[config.mk]
export PLATFORM = sky130hd
export DESIGN_NAME = i2c_bus_master
export DESIGN_NICKNAME = d
export VERILOG_FILES = /design/src/rtl/i2cbm_pkg.sv /design/src/rtl/i2cbm_seq.sv /design/src/rtl/i2c_bus_master.sv
export SDC_FILE = /design/constraint.sdc
export NUM_CORES = 1
export LEC_CHECK = 0
export ABC_AREA = 0
export BUFFER_PORTS_ARGS = -buffer_cell sky130_fd_sc_hd__buf_2
export CAP_MARGIN = 10
export CORE_ASPECT_RATIO = 0.7
export CORE_MARGIN = 5
export CORE_UTILIZATION = 30
export DETAILED_ROUTE_END_ITERATION = 8
export PLACE_DENSITY = 0.46
export RECOVER_POWER = 50
export SLEW_MARGIN = 20
export SYNTH_ARGS = -nofsm -noshare
export SYNTH_HDL_FRONTEND = slang
export SYNTH_SLANG_ARGS = --single-unit
[constraint.sdc]
create_clock -name aclk -period 2.45 [get_ports aclk]
set_input_delay 0.1225 -clock aclk [delete_from_list [all_inputs] [get_ports aclk]]
set_output_delay 0.1225 -clock aclk [all_outputs]
set_load 0.01 [all_outputs]
[src/rtl/i2cbm_pkg.sv]
package i2cbm_pkg;

    // Width of the phase hold counter
    localparam int DELAY_W = 16;

    // Command codes carried by an input item
    localparam logic [2:0] CMD_START = 3'd0;
    localparam logic [2:0] CMD_STOP  = 3'd1;
    localparam logic [2:0] CMD_WRITE = 3'd2;
    localparam logic [2:0] CMD_WACK  = 3'd3;
    localparam logic [2:0] CMD_READ  = 3'd4;

    // Hold lengths in microseconds
    localparam logic [1:0] HOLD_1US = 2'd0;
    localparam logic [1:0] HOLD_2US = 2'd1;
    localparam logic [1:0] HOLD_4US = 2'd2;

    // Register reset values
    localparam logic [7:0] TICKS_PER_US_RST = 8'd50;
    localparam logic [7:0] ACK_TIMEOUT_RST  = 8'd250;

    // Configuration register indexes
    localparam logic REG_TICKS_PER_US = 1'b0;
    localparam logic REG_ACK_TIMEOUT  = 1'b1;

    typedef struct packed {
        logic [7:0] ticks_per_us;
        logic [7:0] ack_timeout;
    } cfg_t;

    typedef struct packed {
        logic       cmd_valid;
        logic [2:0] command;
        logic [7:0] write_data;
        logic       send_ack;
        logic       sda_in;
    } cmd_t;

    typedef struct packed {
        logic       ack_failed;
        logic [7:0] read_data;
        logic       done_res;
        logic       busy_res;
        logic       sda_is_output;
        logic       sda_level;
        logic       scl_level;
    } res_t;

    // Hold length: 1, 2 or 4 times ticks_per_us; at most 1020, so it always fits DELAY_W
    function automatic logic [DELAY_W-1:0] hold_len(input logic [7:0] tpu,
                                                   input logic [1:0] us_sel);
        logic [9:0] n;
        begin
            case (us_sel)
                HOLD_2US: n = {1'b0, tpu, 1'b0};
                HOLD_4US: n = {tpu, 2'b00};
                default:  n = {2'b00, tpu};
            endcase
            hold_len = DELAY_W'(n);
        end
    endfunction

endpackage

[src/rtl/i2cbm_seq.sv]
module i2cbm_seq
    import i2cbm_pkg::*;
(
    input  logic aclk,
    input  logic aresetn,
    input  logic step_en,
    input  cmd_t cmd,
    input  cfg_t cfg,
    output res_t res_next
);

    localparam logic [3:0] PH_IDLE     = 4'd0;
    localparam logic [3:0] PH_START    = 4'd1;
    localparam logic [3:0] PH_STOP_LO  = 4'd2;
    localparam logic [3:0] PH_STOP_HI  = 4'd3;
    localparam logic [3:0] PH_ACK_SET  = 4'd4;
    localparam logic [3:0] PH_ACK_HI   = 4'd5;
    localparam logic [3:0] PH_ACK_POLL = 4'd6;
    localparam logic [3:0] PH_SND_SET  = 4'd7;
    localparam logic [3:0] PH_SND_HI   = 4'd8;
    localparam logic [3:0] PH_SND_LO   = 4'd9;
    localparam logic [3:0] PH_RD_LO    = 4'd10;
    localparam logic [3:0] PH_RD_HI    = 4'd11;
    localparam logic [3:0] PH_RACK_LO  = 4'd12;
    localparam logic [3:0] PH_RACK_HI  = 4'd13;

    logic [3:0]         phase_reg, phase_next;
    logic [3:0]         bit_reg, bit_next;
    logic [7:0]         shift_reg, shift_next;
    logic [DELAY_W-1:0] delay_reg, delay_next;
    logic [7:0]         poll_reg, poll_next;
    logic               scl_reg, scl_next;
    logic               sda_reg, sda_next;
    logic               oe_reg, oe_next;
    logic               ackm_reg, ackm_next;
    logic [7:0]         rdata_reg, rdata_next;
    logic               fail_reg, fail_next;
    logic               done;

    always_comb begin
        phase_next = phase_reg;
        bit_next   = bit_reg;
        shift_next = shift_reg;
        delay_next = delay_reg;
        poll_next  = poll_reg;
        scl_next   = scl_reg;
        sda_next   = sda_reg;
        oe_next    = oe_reg;
        ackm_next  = ackm_reg;
        rdata_next = rdata_reg;
        fail_next  = fail_reg;
        done       = 1'b0;

        case (phase_reg)
            PH_IDLE: begin
                if (cmd.cmd_valid) begin
                    case (cmd.command)
                        CMD_START: begin
                            oe_next    = 1'b1;
                            scl_next   = 1'b1;
                            sda_next   = 1'b0;
                            delay_next = hold_len(cfg.ticks_per_us, HOLD_4US);
                            phase_next = PH_START;
                        end
                        CMD_STOP: begin
                            oe_next    = 1'b1;
                            scl_next   = 1'b0;
                            sda_next   = 1'b0;
                            delay_next = hold_len(cfg.ticks_per_us, HOLD_4US);
                            phase_next = PH_STOP_LO;
                        end
                        CMD_WRITE: begin
                            oe_next    = 1'b1;
                            bit_next   = 4'd0;
                            sda_next   = cmd.write_data[7];
                            shift_next = {cmd.write_data[6:0], 1'b0};
                            delay_next = hold_len(cfg.ticks_per_us, HOLD_2US);
                            phase_next = PH_SND_SET;
                        end
                        CMD_WACK: begin
                            oe_next    = 1'b0;
                            sda_next   = 1'b1;
                            fail_next  = 1'b0;
                            delay_next = hold_len(cfg.ticks_per_us, HOLD_1US);
                            phase_next = PH_ACK_SET;
                        end
                        CMD_READ: begin
                            oe_next    = 1'b0;
                            sda_next   = 1'b1;
                            scl_next   = 1'b0;
                            shift_next = 8'd0;
                            bit_next   = 4'd0;
                            ackm_next  = cmd.send_ack;
                            delay_next = hold_len(cfg.ticks_per_us, HOLD_2US);
                            phase_next = PH_RD_LO;
                        end
                        default: ;
                    endcase
                end
            end
            PH_ACK_POLL: begin
                if (!cmd.sda_in) begin
                    scl_next   = 1'b0;
                    fail_next  = 1'b0;
                    phase_next = PH_IDLE;
                    done       = 1'b1;
                end else if (poll_reg >= cfg.ack_timeout) begin
                    // give up: flag failure and release the bus with a stop
                    fail_next  = 1'b1;
                    oe_next    = 1'b1;
                    scl_next   = 1'b0;
                    sda_next   = 1'b0;
                    delay_next = hold_len(cfg.ticks_per_us, HOLD_4US);
                    phase_next = PH_STOP_LO;
                end else begin
                    poll_next = poll_reg + 8'd1;
                end
            end
            default: begin
                if (delay_reg > DELAY_W'(1)) begin
                    delay_next = delay_reg - DELAY_W'(1);
                end else begin
                    case (phase_reg)
                        PH_START: begin
                            scl_next   = 1'b0;
                            phase_next = PH_IDLE;
                            done       = 1'b1;
                        end
                        PH_STOP_LO: begin
                            scl_next   = 1'b1;
                            sda_next   = 1'b1;
                            delay_next = hold_len(cfg.ticks_per_us, HOLD_4US);
                            phase_next = PH_STOP_HI;
                        end
                        PH_STOP_HI: begin
                            phase_next = PH_IDLE;
                            done       = 1'b1;
                        end
                        PH_ACK_SET: begin
                            scl_next   = 1'b1;
                            delay_next = hold_len(cfg.ticks_per_us, HOLD_1US);
                            phase_next = PH_ACK_HI;
                        end
                        PH_ACK_HI: begin
                            poll_next  = 8'd0;
                            phase_next = PH_ACK_POLL;
                        end
                        PH_SND_SET: begin
                            scl_next   = 1'b1;
                            delay_next = hold_len(cfg.ticks_per_us, HOLD_2US);
                            phase_next = PH_SND_HI;
                        end
                        PH_SND_HI: begin
                            scl_next   = 1'b0;
                            delay_next = hold_len(cfg.ticks_per_us, HOLD_2US);
                            phase_next = PH_SND_LO;
                        end
                        PH_SND_LO: begin
                            bit_next = bit_reg + 4'd1;
                            if (bit_next >= 4'd8) begin
                                phase_next = PH_IDLE;
                                done       = 1'b1;
                            end else begin
                                sda_next   = shift_reg[7];
                                shift_next = {shift_reg[6:0], 1'b0};
                                delay_next = hold_len(cfg.ticks_per_us, HOLD_2US);
                                phase_next = PH_SND_SET;
                            end
                        end
                        PH_RD_LO: begin
                            // sample on the rising SCL edge
                            scl_next   = 1'b1;
                            shift_next = {shift_reg[6:0], cmd.sda_in};
                            delay_next = hold_len(cfg.ticks_per_us, HOLD_1US);
                            phase_next = PH_RD_HI;
                        end
                        PH_RD_HI: begin
                            bit_next   = bit_reg + 4'd1;
                            scl_next   = 1'b0;
                            delay_next = hold_len(cfg.ticks_per_us, HOLD_2US);
                            if (bit_next >= 4'd8) begin
                                rdata_next = shift_reg;
                                oe_next    = 1'b1;
                                sda_next   = ~ackm_reg;
                                phase_next = PH_RACK_LO;
                            end else begin
                                phase_next = PH_RD_LO;
                            end
                        end
                        PH_RACK_LO: begin
                            scl_next   = 1'b1;
                            delay_next = hold_len(cfg.ticks_per_us, HOLD_2US);
                            phase_next = PH_RACK_HI;
                        end
                        PH_RACK_HI: begin
                            scl_next   = 1'b0;
                            phase_next = PH_IDLE;
                            done       = 1'b1;
                        end
                        default: phase_next = PH_IDLE;
                    endcase
                end
            end
        endcase
    end

    always_comb begin
        res_next.scl_level     = scl_next;
        res_next.sda_level     = sda_next;
        res_next.sda_is_output = oe_next;
        res_next.busy_res      = (phase_next != PH_IDLE);
        res_next.done_res      = done;
        res_next.read_data     = rdata_next;
        res_next.ack_failed    = fail_next;
    end

    always_ff @(posedge aclk) begin
        if (!aresetn) begin
            phase_reg <= PH_IDLE;
            bit_reg   <= 4'd0;
            shift_reg <= 8'd0;
            delay_reg <= '0;
            poll_reg  <= 8'd0;
            scl_reg   <= 1'b1;
            sda_reg   <= 1'b1;
            oe_reg    <= 1'b1;
            ackm_reg  <= 1'b0;
            rdata_reg <= 8'd0;
            fail_reg  <= 1'b0;
        end else if (step_en) begin
            phase_reg <= phase_next;
            bit_reg   <= bit_next;
            shift_reg <= shift_next;
            delay_reg <= delay_next;
            poll_reg  <= poll_next;
            scl_reg   <= scl_next;
            sda_reg   <= sda_next;
            oe_reg    <= oe_next;
            ackm_reg  <= ackm_next;
            rdata_reg <= rdata_next;
            fail_reg  <= fail_next;
        end
    end

endmodule

[src/rtl/i2c_bus_master.sv]
// Result: registered, shown in the cycle after the tick's input transfer.
// Throughput: one tick per cycle unless the result stalls; sequencer state steps
//   once per transfer; the result register frees up as soon as it is taken.
// Reset: synchronous, active-low aresetn; bus released (SCL and SDA high,
//   SDA driven), sequencer idle, registers back to 50 ticks/us and 250 polls.
module i2c_bus_master
    import i2cbm_pkg::*;
(
    input  logic        aclk,
    input  logic        aresetn,
    // input ticks
    input  logic        s_tvalid,
    output logic        s_tready,
    input  logic [15:0] s_tdata,   // command[2:0], write_data[10:3], send_ack[11],
                                   // sda_in[12], zero[15:13]
    input  logic        s_tuser,   // cmd_valid[0]
    // results
    output logic        m_tvalid,
    input  logic        m_tready,
    output logic [15:0] m_tdata,   // scl_level[0], sda_level[1], sda_is_output[2],
                                   // busy_res[3], done_res[4], read_data[12:5],
                                   // ack_failed[13], zero[15:14]
    // configuration
    input  logic        psel,
    input  logic        penable,
    input  logic        pwrite,
    input  logic [2:0]  paddr,
    input  logic [31:0] pwdata,
    output logic [31:0] prdata,
    output logic        pready
);

    cfg_t cfg_reg;
    cmd_t cmd;
    res_t res_next;
    res_t res_reg;
    logic m_tvalid_reg;
    logic s_xfer;
    logic cfg_wr;

    // Accept a new tick whenever the result register is empty or being drained
    assign s_tready = !m_tvalid_reg || m_tready;
    assign s_xfer   = s_tvalid && s_tready;

    // Unpack the input transfer
    always_comb begin
        cmd.cmd_valid  = s_tuser;
        cmd.command    = s_tdata[2:0];
        cmd.write_data = s_tdata[10:3];
        cmd.send_ack   = s_tdata[11];
        cmd.sda_in     = s_tdata[12];
    end

    // Bus sequencer: state advances only on an accepted tick
    i2cbm_seq u_seq (
        .aclk     (aclk),
        .aresetn  (aresetn),
        .step_en  (s_xfer),
        .cmd      (cmd),
        .cfg      (cfg_reg),
        .res_next (res_next)
    );

    // Result register: valid bit under reset, payload loaded on each transfer
    always_ff @(posedge aclk) begin
        if (!aresetn) begin
            m_tvalid_reg <= 1'b0;
        end else if (s_xfer) begin
            m_tvalid_reg <= 1'b1;
        end else if (m_tready) begin
            m_tvalid_reg <= 1'b0;
        end
    end

    always_ff @(posedge aclk) begin
        if (s_xfer) begin
            res_reg <= res_next;
        end
    end

    assign m_tvalid = m_tvalid_reg;
    assign m_tdata  = {2'b00, res_reg};

    // APB register file; bit 2 of the address picks the register
    assign pready = 1'b1;
    assign cfg_wr = psel && penable && pwrite;

    always_ff @(posedge aclk) begin
        if (!aresetn) begin
            cfg_reg.ticks_per_us <= TICKS_PER_US_RST;
            cfg_reg.ack_timeout  <= ACK_TIMEOUT_RST;
        end else if (cfg_wr) begin
            case (paddr[2])
                REG_TICKS_PER_US: cfg_reg.ticks_per_us <= pwdata[7:0];
                REG_ACK_TIMEOUT:  cfg_reg.ack_timeout  <= pwdata[7:0];
                default: ;
            endcase
        end
    end

    always_comb begin
        case (paddr[2])
            REG_TICKS_PER_US: prdata = {24'd0, cfg_reg.ticks_per_us};
            REG_ACK_TIMEOUT:  prdata = {24'd0, cfg_reg.ack_timeout};
            default:          prdata = 32'd0;
        endcase
    end

endmodule

# Yosys cells after proc, flatten, opt, wreduce, memory -nomap -nowiden
# Cells that the tools add are included.
# op_classes
add_sub_neg	3
magnitude_cmp	3
eq_ne	28
mux	74
bitwise	4
reduce_logical	32
# op_table
op	count
$mux 8	11
$mux 16	5
$pmux 16 s4	1
$pmux 32 s2	1
$pmux 8 s2	4
$pmux 16 s3	1
$pmux 4 s9	1
$mux 4	8
$pmux 16 s2	1
$mux 1	25
$eq 4x4->1 const B	6
$pmux 4 s5	1
$pmux 1 s2	9
$eq 4x3->1 const B	4
$gt 16x1->1 const B	1
$pmux 4 s2	2
$sub 16x1->16 const B	1
$reduce_and 7->1	2
$reduce_or 2->1	7
$ne 2x2->1 const B	6
$reduce_and 6->1	2
$add 8x1->8 const B	1
$eq 4x2->1 const B	2
$ge 8x8->1	1
27 further kinds	41
# word_totals
reg_bits	84
in_bits	59
out_inout_bits	51
word_cells	165

# Depth between registers and ports, before layout
# logic_depth
word_depth	7
mapped_depth	10
ltp_nobuf	8

# Hierarchy
# Synthesis repeated with hierarchy kept, for this count alone.
# hier_totals
cells_unflattened	688
hier_area_um2	5790.6
# by_module_without_submodules
mod	n_inst	cells_per_inst	area_each_um2	seq_area_each_um2
i2cbm_seq	1	563	4316.6	1061.0
i2c_bus_master	1	125	1473.9	760.7

# Worst setup path before layout
# OpenSTA, ideal clock, no wires.
# synth_timing
kind	register to register
from	register u_seq.delay_reg[4]
to	register res_reg (netlist bit m_tdata[5]) (data pin)
setup_ps	260
t_arrival_ps	2411
t_required_ps	2190
setup_slack_ps	-221
stages_incl_launch_ff	8
synth_period_minus_slack_ps	2671
path_cell_list	dfxtp_1 buf_6 or4_4 or3_1 buf_2 nor4_4 buf_6 mux2_2
# synth_lines
element	line_no	source
from (decl)	i2cbm_seq.sv:30	logic [DELAY_W-1:0] delay_reg, delay_next;
from (signal assigned)	i2cbm_seq.sv:234	delay_reg <= delay_next;
to (signal assigned)	i2c_bus_master.sv:77	res_reg <= res_next;
to (decl)	i2c_bus_master.sv:36	res_t res_reg;

==> summary.md <==
| Metric | Value |
|---|---|
| Status | finished, final reports clean |
| Count of standard-cell rows | 41 |
| Achievable clock frequency | between 400 and 500 MHz |
| Reg2reg end | m_tdata[8]$_DFFE_PP_ |
| Endpoint arrival time on the critical path | roughly 2500 ps |
| Max-capacitance violation count | 0 |
| Area of combinational cells with multiple inputs | between 3000 and 4000 um^2 |
| Placed standard-cell area | 6330 um^2 |
| Total standard cell area after synthesis | 5510 um^2 |
| P_leak | around 2.7 nW |
| Min-Delay Startpoint | s_tvalid |
| Critical path start-end classification | reg2reg |
| Worst max-slew margin expressed relative to the limit | between 40% and 50% |
| Total routed wirelength | 18,300 um |
| Post-synth cell types | a little over 80 |
| Total number of vias | approximately 5,500 |
| Worst Hold Class | in2reg |
| Number of global-route vias before repair | about 5,000 |
| Cells after Synth | 680 |
| Highest fanout seen on the critical path | 8 |
| Total number of yosys warnings | 0 |
| Half-perimeter wire length after detailed placement | between 10,000 and 15,000 um |
| Final worst clock skew | 13.7 ps |
| Power after layout | approximately 4.7 mW |
| Final period demand of the worst path | 2440 ps |
| Routability Congestion | roughly 0.91 |
| Wire length of the first global-routing pass | 28,400 um |
| Ranking of synthesized cells by instance count | 88 x sky130_fd_sc_hd__nand2_1, 70 x sky130_fd_sc_hd__dfxtp_1, 43 x sky130_fd_sc_hd__o21ai_0 |
| Number of setup violations in the final report | 0 |
| Total congestion overflow | 0 |
| Filler Cells Inserted | between 1,500 and 2,000 |
| Port Buffer Count | 53 |
| CTS Root Buffer Type | sky130_fd_sc_hd__clkbuf_16 |
| Maximum count of clock buffers along a single path | 2 |
| Psw | 1.72 mW |
| Std-Cell Core Area | ~18,000 um^2 |
| Later-pin clock latency in the skew report | between 300 and 400 ps |
| Fraction of power consumed by sequential logic | between 30% and 40% |
| Number of cells on the worst hold path | 3 |
| Most used flip-flop cell after synthesis | sky130_fd_sc_hd__dfxtp_1 |
| Register-to-register path setup slack | ~8.7 ps |
| Final hold violation count | 0 |
| Routed WL per cell | about 18 um |
| Number of synthesized register bits | between 80 and 90 |
| Full die area | 21,200 um^2 |
| Net switching share of the total power | a little over a third |
| Clock share of power | ~30% |
| Seq/Total Area, Yosys | about 33% |
| Cell-internal power | approximately 3 mW |
| Storage element area | roughly 1800 um^2 |
| Top cells by area, synth | sky130_fd_sc_hd__dfxtp_1 25%, sky130_fd_sc_hd__edfxtp_1 7.6%, sky130_fd_sc_hd__nand2_1 6.0%, sky130_fd_sc_hd__o21ai_0 3.9%, sky130_fd_sc_hd__buf_4 3.8% |
| Number of antenna violations at the first check in global routing | 0 |
| CP Launch Type | register |
| Worst Hold Margin | around 22 ps |
| Synth top area share | 25.4% |
| Clock tree from TritonCTS | built |
| Hold Path Sink | m_tvalid$_SDFFE_PN0P_ |
| Aggregate global-route resource usage | 17.1% |
| Pwr dens | about 700 nW/um^2 |
| Largest net degree at the start of global routing | 36 |
| Setup_tns | 0 ps |
| Antenna diodes | 0 |
| Area leader, netlist | sky130_fd_sc_hd__dfxtp_1 |
| Peak supply drop | ~0.00032 V |
| Req. time, crit path | roughly 2500 ps |
| Critical R2R Launch | u_seq.delay_reg[5]$_SDFFE_PN0P_ |
| Area overhead of the layout relative to synthesis | 23.2% |
| Initial standard-cell utilization of the core | between 30% and 40% |
| Period utilisation layout | approximately 100% |
| Mean number of vias per cell | roughly 5.4 |
| Logic gate share of total power | between 30% and 40% |
| Number of levels the H-tree was split into | 3 |
| Endpoint kind of the worst setup timing path | register |
| Clock buffers created by TritonCTS | 9 |
| Clock transition at the register clock pins on the worst setup and hold paths after CTS | around 70 ps |
| Number of sinks driven by the clock tree | 84 |
| EDFF count, synth | 14 |
| Slew at the pin closest to its max-slew limit | approximately 760 ps |
| Chip Height | ~120 um |
| Area of all placed cells without fillers | 6780 um^2 |
| Total Nets Final | 843 |
| Path depth of the worst reg2reg path | 6 |
| Remaining antenna violation count | 0 |
| Asr flop ratio synth | 0% |
| I/O pin total | 110 |
| Die width | approximately 170 um |
| Number of violations reported at the end of detailed-routing iteration 0 | between 400 and 500 |
| Average cell area after synthesis | 8.10 um^2 |
| Unrepaired setup endpoints after global routing | yes |
| Leading cell type by number of instances after synthesis | sky130_fd_sc_hd__nand2_1 |
| Post-route DRC | 0 |
| Max Slew Vio Count | 0 |
| Pre-antenna DRT Iters | 6 |
| Proportion of layout cells with a drive suffix above 1 | a little over a fifth |
[power groups by stage]
stage	combinational (mW)	sequential [mW]	clock (mW)
after floorplan	0.991	1.59	0
after global placement	1.63	1.60	0
after detailed placement	1.63	1.60	0
after CTS	1.68	1.58	1.46
after global routing	1.88	1.59	1.53
final	1.74	1.58	1.42
[cell usage in the layout, fill, tap and decap left out, types with 6 or more instances in the layout]
master                      synthesis  layout
sky130_fd_sc_hd__a21boi_0          19      18
sky130_fd_sc_hd__a31oi_1            8       8
sky130_fd_sc_hd__o21ai_0           43      40
sky130_fd_sc_hd__clkbuf_16          0      10
sky130_fd_sc_hd__o31ai_1            7       6
sky130_fd_sc_hd__o211ai_1          21      21
sky130_fd_sc_hd__mux2_4             0       8
sky130_fd_sc_hd__xnor2_1            7       7
sky130_fd_sc_hd__mux2_2            16       8
sky130_fd_sc_hd__conb_1             2      27
sky130_fd_sc_hd__dfxtp_1           70      69
sky130_fd_sc_hd__nand2b_1           7       7
sky130_fd_sc_hd__buf_4             28      65
sky130_fd_sc_hd__o211a_1           10       9
sky130_fd_sc_hd__xor2_1             7       7
sky130_fd_sc_hd__buf_2              3      28
sky130_fd_sc_hd__ha_1              12      12
sky130_fd_sc_hd__inv_1             23      23
sky130_fd_sc_hd__clkbuf_1          33      29
sky130_fd_sc_hd__edfxtp_1          14      14
sky130_fd_sc_hd__nor3_1             9       7
sky130_fd_sc_hd__a21oi_1           31      31
sky130_fd_sc_hd__a22oi_1           21      21
sky130_fd_sc_hd__nor2b_1           10      10
sky130_fd_sc_hd__nor2_1            42      39
sky130_fd_sc_hd__nand3_1           25      22
sky130_fd_sc_hd__nand4_1            6       6
sky130_fd_sc_hd__and3_1             8       7
sky130_fd_sc_hd__nand2_1           88      87
[layout make-up]
type                    instances  area share (%)
clock buffers                   9            3.32
clock inverters                 7            1.09
inverters                      24            1.33
multi-input cells             523            50.3
flip-flops and latches         84            26.9
well taps                     236            4.35
repair buffers                130            12.7
[critical path, cell delays in order, from the launching register on]
cell and delay, ps:
sky130_fd_sc_hd__dfxtp_2 320, sky130_fd_sc_hd__or4_4 550, sky130_fd_sc_hd__or3_4 390, sky130_fd_sc_hd__nor4_4 270
sky130_fd_sc_hd__buf_4 200, sky130_fd_sc_hd__buf_12 150, sky130_fd_sc_hd__mux2_4 300
[cells by family (layout without fill, tap and decap cells)]
group                      count (synthesis)  count (layout)  share of synthesized area, %
and+or+nand+nor                          235             235                          21.2
AOI/OAI and AO/OA                        215             215                          27.7
buffers and inverters                     98             170                          8.95
DFF                                       84              84                          33.1
muxes                                     20              20                          4.00
xor gates and xnor gates                  14              14                          2.23
adders and majority gates                 12              12                          2.73
other                                      2              27                         0.136
[worst max path at each step]
stage,from,end,slack [ps],depth (start not counted)
global placement,u_seq.delay_reg[7]$_SDFFE_PN0P_,u_seq.delay_reg[1]$_SDFFE_PN0P_,-90,8
CTS,u_seq.delay_reg[7]$_SDFFE_PN0P_,m_tdata[3]$_DFFE_PP_,8,7
detailed placement,u_seq.delay_reg[10]$_SDFFE_PN0P_,u_seq.rdata_reg[5]$_SDFFE_PN0P_,-100,8
global route,u_seq.delay_reg[5]$_SDFFE_PN0P_,m_tdata[8]$_DFFE_PP_,-20,6
finish,u_seq.delay_reg[5]$_SDFFE_PN0P_,m_tdata[8]$_DFFE_PP_,9,6
floorplan,u_seq.delay_reg[5]$_SDFFE_PN0P_,m_tdata[5]$_DFFE_PP_,-170,6
[metrics by stage]
step | util [%] | cells | setup WS, ps
2_1_floorplan | - | 705 | -175
3_3_place_gp | 35.2 | 991 | -86.1
3_5_place_dp | 35.2 | 991 | -104
4_1_cts | 37.2 | 1011 | 7.61
5_1_grt | 37.7 | 1013 | -16.7
6_report | 37.7 | 1013 | 8.68
[repair_timing]
action                     4_1_cts  5_1_grt
gates cloned                     0        1
setup endpoints to repair       30       48
pin swaps                        0        7
buffers inserted                 2        1
hold endpoints to repair         2        0
resized for setup                8       27
hold buffers                     2        0
[layer usage]
| layer | up-vias | routed length [um] | part of all wire (%) | global-route usage [%] |
|---|---|---|---|---|
| li1 | 2639 | - | - | - |
| met1 | 2602 | 9470 | 52 | 27.7 |
| met2 | 212 | 7240 | 40 | 23.0 |
| met3 | 16 | 1400 | 7.7 | 3.36 |
| met4 | 0 | 165 | 0.90 | 3.34 |
| met5 | - | 0 | 0 | 0 |
(Power assumes the default switching activity.)
